$ cat src/rtl/dq_pkg.sv
// Shared types and constants for the circular deque block.
// Depends on nothing; every other file in rtl/ refers to it by scoped names.
package dq_pkg;

  localparam int DEPTH   = 8;
  localparam int DATA_W  = 32;
  localparam int OCC_W   = 4;
  localparam int IDX_W   = (DEPTH > 1) ? $clog2(DEPTH) : 1;
  localparam int CNT_W   = $clog2(DEPTH + 1);

  typedef enum logic [1:0] {
    ACT_PUSH_FRONT = 2'd0,
    ACT_PUSH_REAR  = 2'd1,
    ACT_POP_FRONT  = 2'd2,
    ACT_POP_REAR   = 2'd3
  } action_t;

  typedef enum logic [1:0] {
    ST_OK    = 2'd0,
    ST_FULL  = 2'd1,
    ST_EMPTY = 2'd2
  } status_t;

  typedef enum logic [1:0] {
    CELL_HOLD       = 2'd0,
    CELL_FROM_LEFT  = 2'd1,
    CELL_FROM_RIGHT = 2'd2,
    CELL_LOAD       = 2'd3
  } cell_op_t;

  // Result of decoding one beat, handed from the controller to the top level.
  typedef struct packed {
    status_t          status;
    logic [CNT_W-1:0] count;
    logic             take_rear;
    logic [IDX_W-1:0] rear_idx;
  } step_t;

endpackage

$ cat src/rtl/dq_if.sv
// Valid/ready channel interfaces for the deque request and response beats.
// Depends on dq_pkg for the action type and the data and occupancy widths.
interface dq_req_if;
  logic                        valid;
  logic                        ready;
  dq_pkg::action_t             action;
  logic signed [dq_pkg::DATA_W-1:0] push_value;

  modport source (output valid, action, push_value, input ready);
  modport sink   (input valid, action, push_value, output ready);
endinterface

interface dq_rsp_if;
  logic                             valid;
  logic                             ready;
  logic signed [dq_pkg::DATA_W-1:0] pop_value;
  logic [1:0]                       status;
  logic [dq_pkg::OCC_W-1:0]         occupancy;

  modport source (output valid, pop_value, status, occupancy, input ready);
  modport sink   (input valid, pop_value, status, occupancy, output ready);
endinterface

$ cat src/rtl/circular_deque_unit.sv
// Circular deque of DEPTH 32-bit entries with push/pop at both ends.
// Every request beat produces one registered response beat, carrying the
// status (ok, full or empty), the popped value (0 unless a pop succeeds) and
// the occupancy after the step. One request is accepted per cycle unless the
// response side stalls: cell 0 of the cell chain is always the front, so a
// front operation shifts every cell by one place, a rear push writes only the
// cell at the current count and a rear pop changes no cell. A request is taken
// whenever the response register is empty or being drained in the same cycle.
// Depends on dq_pkg, dq_if, dq_cell and dq_ctrl.
module circular_deque_unit (
  input logic     clk,
  input logic     rst,
  dq_req_if.sink  req,
  dq_rsp_if.source rsp
);

  logic [dq_pkg::DATA_W-1:0] vals [dq_pkg::DEPTH];
  dq_pkg::cell_op_t          cell_op [dq_pkg::DEPTH];
  dq_pkg::step_t             step;
  logic                      fire;
  logic [dq_pkg::DATA_W-1:0] popped;

  logic                      rsp_valid;
  logic [dq_pkg::DATA_W-1:0] rsp_value;
  dq_pkg::status_t           rsp_status;
  logic [dq_pkg::OCC_W-1:0]  rsp_occ;

  assign req.ready = !rsp_valid || rsp.ready;
  assign fire      = req.valid && req.ready;

  dq_ctrl u_ctrl (
    .clk     (clk),
    .rst     (rst),
    .fire    (fire),
    .action  (req.action),
    .cell_op (cell_op),
    .step    (step)
  );

  for (genvar i = 0; i < dq_pkg::DEPTH; i++) begin : g_cell
    logic [dq_pkg::DATA_W-1:0] left_val;
    logic [dq_pkg::DATA_W-1:0] right_val;
    if (i == 0) begin : g_first
      assign left_val = req.push_value;
    end else begin : g_mid_l
      assign left_val = vals[i-1];
    end
    if (i == dq_pkg::DEPTH - 1) begin : g_last
      assign right_val = vals[i];
    end else begin : g_mid_r
      assign right_val = vals[i+1];
    end
    dq_cell u_cell (
      .clk       (clk),
      .op        (cell_op[i]),
      .left_val  (left_val),
      .right_val (right_val),
      .load_val  (req.push_value),
      .val       (vals[i])
    );
  end

  always_comb begin
    popped = '0;
    if (step.status == dq_pkg::ST_OK &&
        (req.action == dq_pkg::ACT_POP_FRONT || req.action == dq_pkg::ACT_POP_REAR)) begin
      popped = step.take_rear ? vals[step.rear_idx] : vals[0];
    end
  end

  always_ff @(posedge clk) begin
    if (rst) begin
      rsp_valid <= 1'b0;
    end else if (fire) begin
      rsp_valid <= 1'b1;
    end else if (rsp.ready) begin
      rsp_valid <= 1'b0;
    end
  end

  always_ff @(posedge clk) begin
    if (fire) begin
      rsp_value  <= popped;
      rsp_status <= step.status;
      rsp_occ    <= dq_pkg::OCC_W'(step.count);
    end
  end

  assign rsp.valid     = rsp_valid;
  assign rsp.pop_value = rsp_value;
  assign rsp.status    = rsp_status;
  assign rsp.occupancy = rsp_occ;

endmodule

$ cat src/rtl/dq_cell.sv
// One storage cell of the deque chain: holds one entry and can take its
// left or right neighbor's entry or a new value. Depends on dq_pkg.
module dq_cell (
  input  logic                     clk,
  input  dq_pkg::cell_op_t         op,
  input  logic [dq_pkg::DATA_W-1:0] left_val,
  input  logic [dq_pkg::DATA_W-1:0] right_val,
  input  logic [dq_pkg::DATA_W-1:0] load_val,
  output logic [dq_pkg::DATA_W-1:0] val
);

  always_ff @(posedge clk) begin
    unique case (op)
      dq_pkg::CELL_HOLD:       val <= val;
      dq_pkg::CELL_FROM_LEFT:  val <= left_val;
      dq_pkg::CELL_FROM_RIGHT: val <= right_val;
      dq_pkg::CELL_LOAD:       val <= load_val;
      default:                 val <= val;
    endcase
  end

endmodule

$ cat src/rtl/dq_ctrl.sv
// Occupancy counter and per-beat decode for the deque: status, new count and
// the operation each cell performs. Depends on dq_pkg.
module dq_ctrl (
  input  logic                   clk,
  input  logic                   rst,
  input  logic                   fire,
  input  dq_pkg::action_t        action,
  output dq_pkg::cell_op_t       cell_op [dq_pkg::DEPTH],
  output dq_pkg::step_t          step
);

  logic [dq_pkg::CNT_W-1:0] count;
  logic [dq_pkg::CNT_W-1:0] count_next;
  logic                     full;
  logic                     empty;
  logic                     ok;

  assign full  = (count == dq_pkg::CNT_W'(dq_pkg::DEPTH));
  assign empty = (count == '0);

  always_comb begin
    step.status    = dq_pkg::ST_OK;
    step.take_rear = 1'b0;
    step.rear_idx  = dq_pkg::IDX_W'(count - dq_pkg::CNT_W'(1));
    count_next     = count;
    unique case (action) inside
      dq_pkg::ACT_PUSH_FRONT, dq_pkg::ACT_PUSH_REAR: begin
        if (full) begin
          step.status = dq_pkg::ST_FULL;
        end else begin
          count_next = count + dq_pkg::CNT_W'(1);
        end
      end
      dq_pkg::ACT_POP_FRONT, dq_pkg::ACT_POP_REAR: begin
        if (empty) begin
          step.status = dq_pkg::ST_EMPTY;
        end else begin
          count_next     = count - dq_pkg::CNT_W'(1);
          step.take_rear = (action == dq_pkg::ACT_POP_REAR);
        end
      end
      default: count_next = count;
    endcase
    step.count = count_next;
  end

  assign ok = fire && (step.status == dq_pkg::ST_OK);

  // Front operations shift the whole chain; a rear push writes the first free cell.
  always_comb begin
    for (int i = 0; i < dq_pkg::DEPTH; i++) begin
      cell_op[i] = dq_pkg::CELL_HOLD;
      if (ok) begin
        unique case (action)
          dq_pkg::ACT_PUSH_FRONT: cell_op[i] = dq_pkg::CELL_FROM_LEFT;
          dq_pkg::ACT_PUSH_REAR: begin
            if (count == dq_pkg::CNT_W'(i)) begin
              cell_op[i] = dq_pkg::CELL_LOAD;
            end
          end
          dq_pkg::ACT_POP_FRONT:  cell_op[i] = dq_pkg::CELL_FROM_RIGHT;
          dq_pkg::ACT_POP_REAR:   cell_op[i] = dq_pkg::CELL_HOLD;
          default:                cell_op[i] = dq_pkg::CELL_HOLD;
        endcase
      end
    end
  end

  always_ff @(posedge clk) begin
    if (rst) begin
      count <= '0;
    end else if (fire) begin
      count <= count_next;
    end
  end

endmodule

$ cat src/flat_wrapper.sv
// flat-port wrapper written by rule: the top's interface ports become plain ports
module circular_deque_unit_flat 
  (clk, rst, req_valid, req_action, req_push_value, req_ready, rsp_valid, rsp_pop_value, rsp_status, rsp_occupancy, rsp_ready);
  dq_req_if req_i ();
  dq_rsp_if rsp_i ();
  input logic clk;
  input logic rst;
  input wire logic [$bits(req_i.valid)-1:0] req_valid;
  input wire logic [$bits(req_i.action)-1:0] req_action;
  input wire logic [$bits(req_i.push_value)-1:0] req_push_value;
  output wire logic [$bits(req_i.ready)-1:0] req_ready;
  output wire logic [$bits(rsp_i.valid)-1:0] rsp_valid;
  output wire logic [$bits(rsp_i.pop_value)-1:0] rsp_pop_value;
  output wire logic [$bits(rsp_i.status)-1:0] rsp_status;
  output wire logic [$bits(rsp_i.occupancy)-1:0] rsp_occupancy;
  input wire logic [$bits(rsp_i.ready)-1:0] rsp_ready;
  assign req_i.valid = req_valid;
  assign req_i.action = req_action;
  assign req_i.push_value = req_push_value;
  assign req_ready = req_i.ready;
  assign rsp_valid = rsp_i.valid;
  assign rsp_pop_value = rsp_i.pop_value;
  assign rsp_status = rsp_i.status;
  assign rsp_occupancy = rsp_i.occupancy;
  assign rsp_i.ready = rsp_ready;
  circular_deque_unit u_core (.clk(clk), .rst(rst), .req(req_i), .rsp(rsp_i));
endmodule
$ cat config.mk
export PLATFORM = sky130hd
export DESIGN_NAME = circular_deque_unit_flat
export DESIGN_NICKNAME = d
export VERILOG_FILES = /design/src/rtl/dq_pkg.sv /design/src/rtl/dq_if.sv /design/src/rtl/circular_deque_unit.sv /design/src/rtl/dq_cell.sv /design/src/rtl/dq_ctrl.sv /design/src/flat_wrapper.sv
export SDC_FILE = /design/constraint.sdc
export NUM_CORES = 1
export LEC_CHECK = 0
export ABC_AREA = 0
export BUFFER_PORTS_ARGS = -buffer_cell sky130_fd_sc_hd__buf_2
export CELL_PAD_IN_SITES_DETAIL_PLACEMENT = 2
export CELL_PAD_IN_SITES_GLOBAL_PLACEMENT = 2
export CORE_MARGIN = 2
export CORE_UTILIZATION = 40
export DETAILED_ROUTE_END_ITERATION = 6
export GPL_TIMING_DRIVEN = 0
export PLACE_DENSITY_LB_ADDON = 0.1
export SYNTH_ARGS = -nofsm -noshare
export SYNTH_HDL_FRONTEND = slang
export SYNTH_SLANG_ARGS = --single-unit
$ cat constraint.sdc
create_clock -name clk -period 5.75 [get_ports clk]
set_input_delay 0 -clock clk [delete_from_list [all_inputs] [get_ports clk]]
set_output_delay 0 -clock clk [all_outputs]
set_load 0.01 [all_outputs]
Word level (Yosys, flattened, before mapping)
Cells that the tools add are included.
{"block": "word_totals", "wordCells": 120, "input_bits": 38, "reg_bits": 299, "output_inout_bits": 40}
{"block": "classes", "n_eq_ne": 35, "n_mux": 46, "n_reduce_logical": 22, "bitwise": 1, "n_addsub": 2, "n_lt_le_gt_ge": 1}
{"op": "case mux 32 bit (3 select lines)", "n": 6}
{"op": "case mux 32 bit (2 select lines)", "n": 2}
{"op": "binary-select mux 32 bit (select 3 bit)", "n": 1}
{"op": "2-to-1 mux 32 bit", "n": 3}
{"op": "case mux 2 bit (4 select lines)", "n": 8}
{"op": "== test 2 bit (second input constant)", "n": 18}
{"op": "2-to-1 mux 2 bit", "n": 17}
{"op": "zero test 2 bit", "n": 10}
{"op": "== test 2 x 1 -> 1 bit (second input constant)", "n": 9}
{"op": "== test 4 x 3 -> 1 bit (second input constant)", "n": 4}
{"op": "== test 4 x 2 -> 1 bit (second input constant)", "n": 2}
{"op": "2-to-1 mux 4 bit", "n": 2}
{"op": "case mux 4 bit (2 select lines)", "n": 1}
{"op": "OR reduction 2 bit", "n": 4}
{"op": "2-to-1 mux 1 bit", "n": 5}
{"op": "adder 4 x 1 -> 4 bit (second input constant)", "n": 1}
{"op": "== test 4 x 1 -> 1 bit (second input constant)", "n": 1}
{"op": "== test 4 bit (second input constant)", "n": 1}
{"op": "greater-or-equal comparator 4 bit (second input constant)", "n": 1}
{"op": "zero test 4 bit", "n": 1}
{"op": "inverter 3 -> 4 bit", "n": 1}
{"op": "case mux 2 bit (2 select lines)", "n": 1}
{"op": "subtractor 4 x 1 -> 4 bit (second input constant)", "n": 1}
{"op": "logical AND 1 bit", "n": 3}
{"op": "3 further kinds", "n": 4}

Depth between registers and ports, before layout
{"block": "depth", "ltp_word": 9, "mapped_depth": 12, "mapped_depth_nobuf": 6}

Cells and area by module
From an unflattened synthesis, not the netlist that was laid out.
{"block": "unflattened", "cells_unflattened": 1557, "hier_area_um2": 17660.7}
{"mod": "dq_cell", "area_per_inst_um2": 1672.9, "n_inst": 8, "cells_each": 140, "seq_area_each_um2": 960.9}
{"mod": "circular_deque_unit", "area_per_inst_um2": 3657.3, "n_inst": 1, "cells_each": 339, "seq_area_each_um2": 1161.1}
{"mod": "dq_ctrl", "area_per_inst_um2": 620.6, "n_inst": 1, "cells_each": 98, "seq_area_each_um2": 80.1}

Worst setup path after synthesis
Ideal clock, no wire load.
{"block": "synth_timing", "path_kind": "register to register", "startpoint": "register u_core.u_ctrl.count[0] (netlist name)", "endpoint": "register u_core.g_cell[7].u_cell.val[0] (netlist name), enable pin", "synth_period_minus_slack_ps": 5199, "arrival_ps": 4729, "n_path_buf": 6, "setup_time_ps": 470, "required_ps": 5280, "setup_slack_ps": 551, "path_stages_with_launch": 12, "path_cell_list": "dfxtp_1 > clkbuf_1 > clkbuf_1 > inv_1 > ha_1 > buf_2 > nor2b_1 > a211o_1 > buf_6 > buf_6 > clkbuf_1 > a211oi_1"}
{"block": "synth_via", "elab_chain_len": 8}
{"item": "start: declaration", "line": "dq_ctrl.sv:12", "rtl": "logic [dq_pkg::CNT_W-1:0] count;"}
{"item": "start signal: assignment", "line": "dq_ctrl.sv:73", "rtl": "count <= count_next;"}
{"item": "== test 4 bit / zero test 4 bit (equally long branches)", "line": "dq_ctrl.sv:18, dq_ctrl.sv:19"}
{"item": "2-to-1 mux 1 bit / 2-to-1 mux 2 bit (equally long branches)", "line": "dq_ctrl.sv:28, dq_ctrl.sv:35"}
{"item": "case mux 2 bit (2 select lines)", "line": "dq_ctrl.sv:26", "rtl": "unique case (action) inside"}
{"item": "zero test 2 bit", "line": "dq_ctrl.sv:47", "rtl": "assign ok = fire && (step.status == dq_pkg::ST_OK);"}
{"item": "logical AND 1 bit", "line": "dq_ctrl.sv:47"}
{"item": "2-to-1 mux 2 bit (*)", "line": "dq_ctrl.sv:53", "rtl": "if (ok) begin"}
{"item": "== test 2 bit / zero test 2 bit (equally long branches)", "line": "dq_cell.sv:13", "rtl": "unique case (op)"}
{"item": "OR reduction 2 bit (no line) (*)"}
{"item": "end signal: assignment", "line": "dq_cell.sv:14", "rtl": "dq_pkg::CELL_HOLD: val <= val;"}
{"item": "end signal: assignment", "line": "dq_cell.sv:15", "rtl": "dq_pkg::CELL_FROM_LEFT: val <= left_val;"}
{"item": "end signal: assignment", "line": "dq_cell.sv:16", "rtl": "dq_pkg::CELL_FROM_RIGHT: val <= right_val;"}
{"item": "end: declaration", "line": "dq_cell.sv:9", "rtl": "output logic [dq_pkg::DATA_W-1:0] val"}
Mark *: on every way between the ends. The rest lies on a longest branch, timed or not.
A chain may end at the register's enable or synchronous reset.

Final worst setup path
{"block": "layout_timing", "startpoint": "register u_core.u_ctrl.count[0] (netlist name)", "endpoint": "register u_core.rsp_value, in the netlist u_core.rsp.pop_value[30] (data pin)"}
{"block": "layout_via", "elab_chain_len": 6}
{"item": "subtractor 4 x 1 -> 4 bit"}
{"item": "inverter 3 -> 4 bit (not written as such)", "line": "circular_deque_unit.sv:67", "rtl": "popped = step.take_rear ? vals[step.rear_idx] : vals[0];"}
{"item": "binary-select mux 32 bit (select 3 bit)", "line": "circular_deque_unit.sv:67"}
{"item": "2-to-1 mux 32 bit (not written as such) (2 in a row)", "line": "circular_deque_unit.sv:67"}
{"item": "2-to-1 mux 32 bit", "line": "circular_deque_unit.sv:67"}
{"item": "end signal: assignment", "line": "circular_deque_unit.sv:83", "rtl": "rsp_value <= popped;"}
{"item": "end: declaration", "line": "circular_deque_unit.sv:24", "rtl": "logic [dq_pkg::DATA_W-1:0] rsp_value;"}
Several ways; a longest one is shown, not always the timed one. The select of a mux whose other input is x is not followed.

==> impl_metrics.py <==
metrics = {
    "detailed_routing": {
        "num_vias": 12340,
        "drtIter0Drc": 1282,
        "via_per_inst": 6.417,
        "drt_pre_antenna_iters": 5,
        "wl_per_cell_microns": 31.21,
        "ant_nets": 0,
        "routed_wl_microns": 60010,
        "drc_errors": 0,
    },
    "synthesis": {
        "postSynthCellCount": 1277,
        "ys_seq_area_share_pct": 55.82,
        "synth_nets": 1319,
        "ys_seq_elements": 299,
        "synth_ff_type": "edfxtp_1",
        "syn-cell-area_sq_um": 15990,
        "synth_cell_types": 48,
        "synth-edff-count": 294,
        "syn_avg_cell_area_sq_um": 12.52,
        "synthArstFlopShare_pct": 0,
        "yosys_warnings": 0,
    },
    "worst_setup_path": {
        "cp-startpoint": "u_core.u_ctrl.count[0]",
        "worst_setup_path_end_kind": "flop",
        "worst-path-max-fanout": 10,
        "worstSetupPathType": "flop to flop",
        "r2r-start": "u_core.u_ctrl.count[0]",
        "cp-start-kind": "flop",
        "cp.required_ns": 6.03,
        "worstPathArrival_ns": 5.17,
    },
    "global_route": {
        "grt_usage_pct": 29.15,
        "antenna_found_initial": 0,
        "overflow": 0,
        "grt_max_degree": 27,
        "grt_pass1_wl_microns": 88490,
        "grt_pass1_vias": 13100,
    },
    "sta": {
        "finalHoldViolations": 0,
        "skew_ns": 0.009097,
        "rsz0062_at_grt": "false",
        "slew_headroom_pct": 4.491,
        "finalWorstPathRequiredPeriod_ns": 4.893,
        "period_share_pct": 85.09,
        "slew_violations": 0,
        "worstMarginPinSlew_ns": 1.420,
        "setup_violations": 0,
        "fmax_mhz": 204.4,
    },
    "cells_and_area": {
        "nFillCells": 3962,
        "utilization_pct": 46.16,
        "diodes": 0,
        "area_growth_pct": 14.39,
        "nets": 1416,
        "stdcell_area_sq_um": 18300,
        "drive_above_1_share_pct": 20.10,
    },
    "floorplanning": {
        "initial_core_util_pct": 40.35,
        "core_area_sq_um": 39640,
        "dieArea_sq_um": 41600,
        "io_pins": 78,
        "die_h_microns": 204.0,
        "die_w_microns": 204.0,
        "rows": 73,
    },
    "power_and_ir_drop": {
        "seq_power_share_pct": 44.5,
        "intPower_mw": 4.358,
        "switching_power_mw": 1.788,
        "power_leakage_nw": 6.246,
        "p_clk_share_pct": 35.8,
        "peakVddDrop_mv": 0.1775,
        "p_per_area_nw_per_um2": 335.9,
        "combPwrFrac_pct": 19.8,
        "swShare_pct": 29.09,
    },
    "place": {
        "postPlaceCellArea_sq_um": 17180,
        "port_buffers": 44,
        "post-dp-hpwl_microns": 40520,
        "place.gp.congestion": 0.8193,
    },
    "clock_network": {
        "cts_buffer_depth": 3,
        "cts_sinks": 299,
        "cts_setup_buffers": 0,
        "cts_tree": "yes",
        "h-tree-depth": 2,
        "path_clk_slew_ns": 0.06,
        "clk_latency_ns": 0.55,
        "cts-root-buf": "clkbuf_16",
        "cts-buffers-inserted": 36,
    },
    "status": {
        "status": "finished, final reports clean",
    },
    "job": {
        "max_cap_viol_count": 0,
    },
    "min_path": {
        "hp-class": "primary input to flop",
        "hold_start": "req_push_value[27]",
    },
}
-- flip-flops by register name, summed over array words and instances (netlist names) --
| name | count |
|---|---|
| u_core.u_ctrl.count | 4 |
| u_core.rsp.pop_value | 32 |
| u_core.g_cell.u_cell.val | 256 |
| u_core.rsp.valid | 1 |
| u_core.rsp.occupancy | 4 |
| u_core.rsp.status | 2 |
-- power by group through the flow --
stage | logic, mW | clock network (mW) | registers (mW)
after global placement | 1.13 | 0 | 2.78
after detailed placement | 1.21 | 0 | 2.77
after CTS | 1.22 | 2.23 | 2.73
after floorplan | 0.741 | 0 | 2.75
after global routing | 1.30 | 2.31 | 2.75
final | 1.21 | 2.20 | 2.73
-- synthesized netlist by cell type, types with 9 or more instances --
cell type / number / area share (%)
a22oi_1: 160 / 7.5
nand2_1: 174 / 4.1
buf_6: 9 / 0.63
mux4_2: 64 / 9.0
o21ai_0: 132 / 4.1
a21oi_1: 15 / 0.47
inv_1: 39 / 0.92
edfxtp_1: 294 / 55
a221o_1: 64 / 4.0
mux2_2: 64 / 4.5
clkbuf_1: 93 / 2.2
buf_2: 30 / 0.94
and2_1: 65 / 2.5
buf_1: 9 / 0.21
-- layout make-up --
class	count	area, sq um	share of cell area (%)
Sequential cell	299	8929	48.80
Multi-Input combinational cell	797	6365	34.79
Clock buffer	45	955.9	5.225
Tap cell	525	656.9	3.590
Buffer	142	641.9	3.508
Timing Repair Buffer	59	480.5	2.626
Inverter	39	146.4	0.8001
Clock inverter	17	121.4	0.6633
-- cell families (layout without fill, tap and decap cells) --
group | count (synthesis) | in the layout | synth area share (%)
XOR/XNOR | 3 | 3 | 0.2113
buffers and inverters | 181 | 302 | 4.928
AO/OA/AOI/OAI | 386 | 386 | 17.01
AND/OR/NAND/NOR | 275 | 275 | 8.128
multiplexers | 129 | 129 | 13.58
adder cells (fa/ha/maj) | 4 | 4 | 0.3129
flip-flops | 299 | 299 | 55.82
-- stage by stage --
step           power (mW)  instances  TNS (ns)  setup WS (ns)  hold WS, ns
6_report            6.146       1923         0         0.8571      0.03329
5_1_grt             6.355       1923         0         0.6864      0.05839
4_1_cts             6.181       1923         0         0.8560      0.01682
3_5_place_dp        3.984       1857         0         0.8542       0.2614
3_3_place_gp        3.918       1846   -345.67         -3.045       0.2701
2_1_floorplan       3.496       1277         0         0.5511      0.06907
-- placed cells by master, fill, tap and decap left out, types with 4 or more instances in the layout --
| cell | count |
|---|---|
| a221o_1 | 64 |
| buf_1 | 9 |
| buf_2 | 74 |
| clkbuf_16 | 37 |
| buf_12 | 6 |
| inv_1 | 38 |
| dfxtp_1 | 5 |
| nand2b_1 | 4 |
| edfxtp_1 | 294 |
| mux2_2 | 64 |
| nand2_1 | 174 |
| nor2b_1 | 4 |
| a21oi_1 | 9 |
| a21oi_4 | 6 |
| clkinv_2 | 4 |
| nor2_1 | 6 |
| clkbuf_1 | 101 |
| o21ai_0 | 132 |
| mux4_2 | 64 |
| a22oi_1 | 160 |
| ha_1 | 4 |
| and2_1 | 65 |
| nor3b_1 | 4 |
| dlygate4sd3_1 | 4 |
| buf_6 | 9 |
| clkinv_1 | 11 |
-- layer usage --
layer  track usage (%)  vias up  wire, microns  share of wire [%]
met5                 0        -              0                  0
met4             8.023        0           1651                2.8
met3             4.385      100           3478                5.8
met2             48.42      454          29010                 48
met1             39.89     6612          25870                 43
li1                  -     5174              -                  -
-- repair_timing --
| action | CTS | global route |
|---|---|---|
| endpoints found under the hold margin | 6 | 0 |
| gates resized for setup | 0 | 0 |
| hold buffers | 4 | 0 |
-- worst paths after layout --
path                            cells after the start  slack, ns                               to
worst max-delay path                                9       0.86         u_core.rsp.pop_value[30]
worst min register to register                      2       0.57          u_core.rsp.pop_value[8]
worst max register to register                      9       0.86         u_core.rsp.pop_value[30]
worst min-delay path                                3       0.03  u_core.g_cell[1].u_cell.val[27]
-- worst max-delay path: stages (launching register included) --
cell      delay (ns)
dfxtp_1         0.36
clkbuf_1        0.35
clkbuf_1        0.60
inv_1           0.33
ha_1            0.56
buf_1           0.92
clkbuf_1        0.73
mux4_2          0.42
a22oi_1         0.19
nand2_1         0.14
Power figures use the tool's default switching activity.
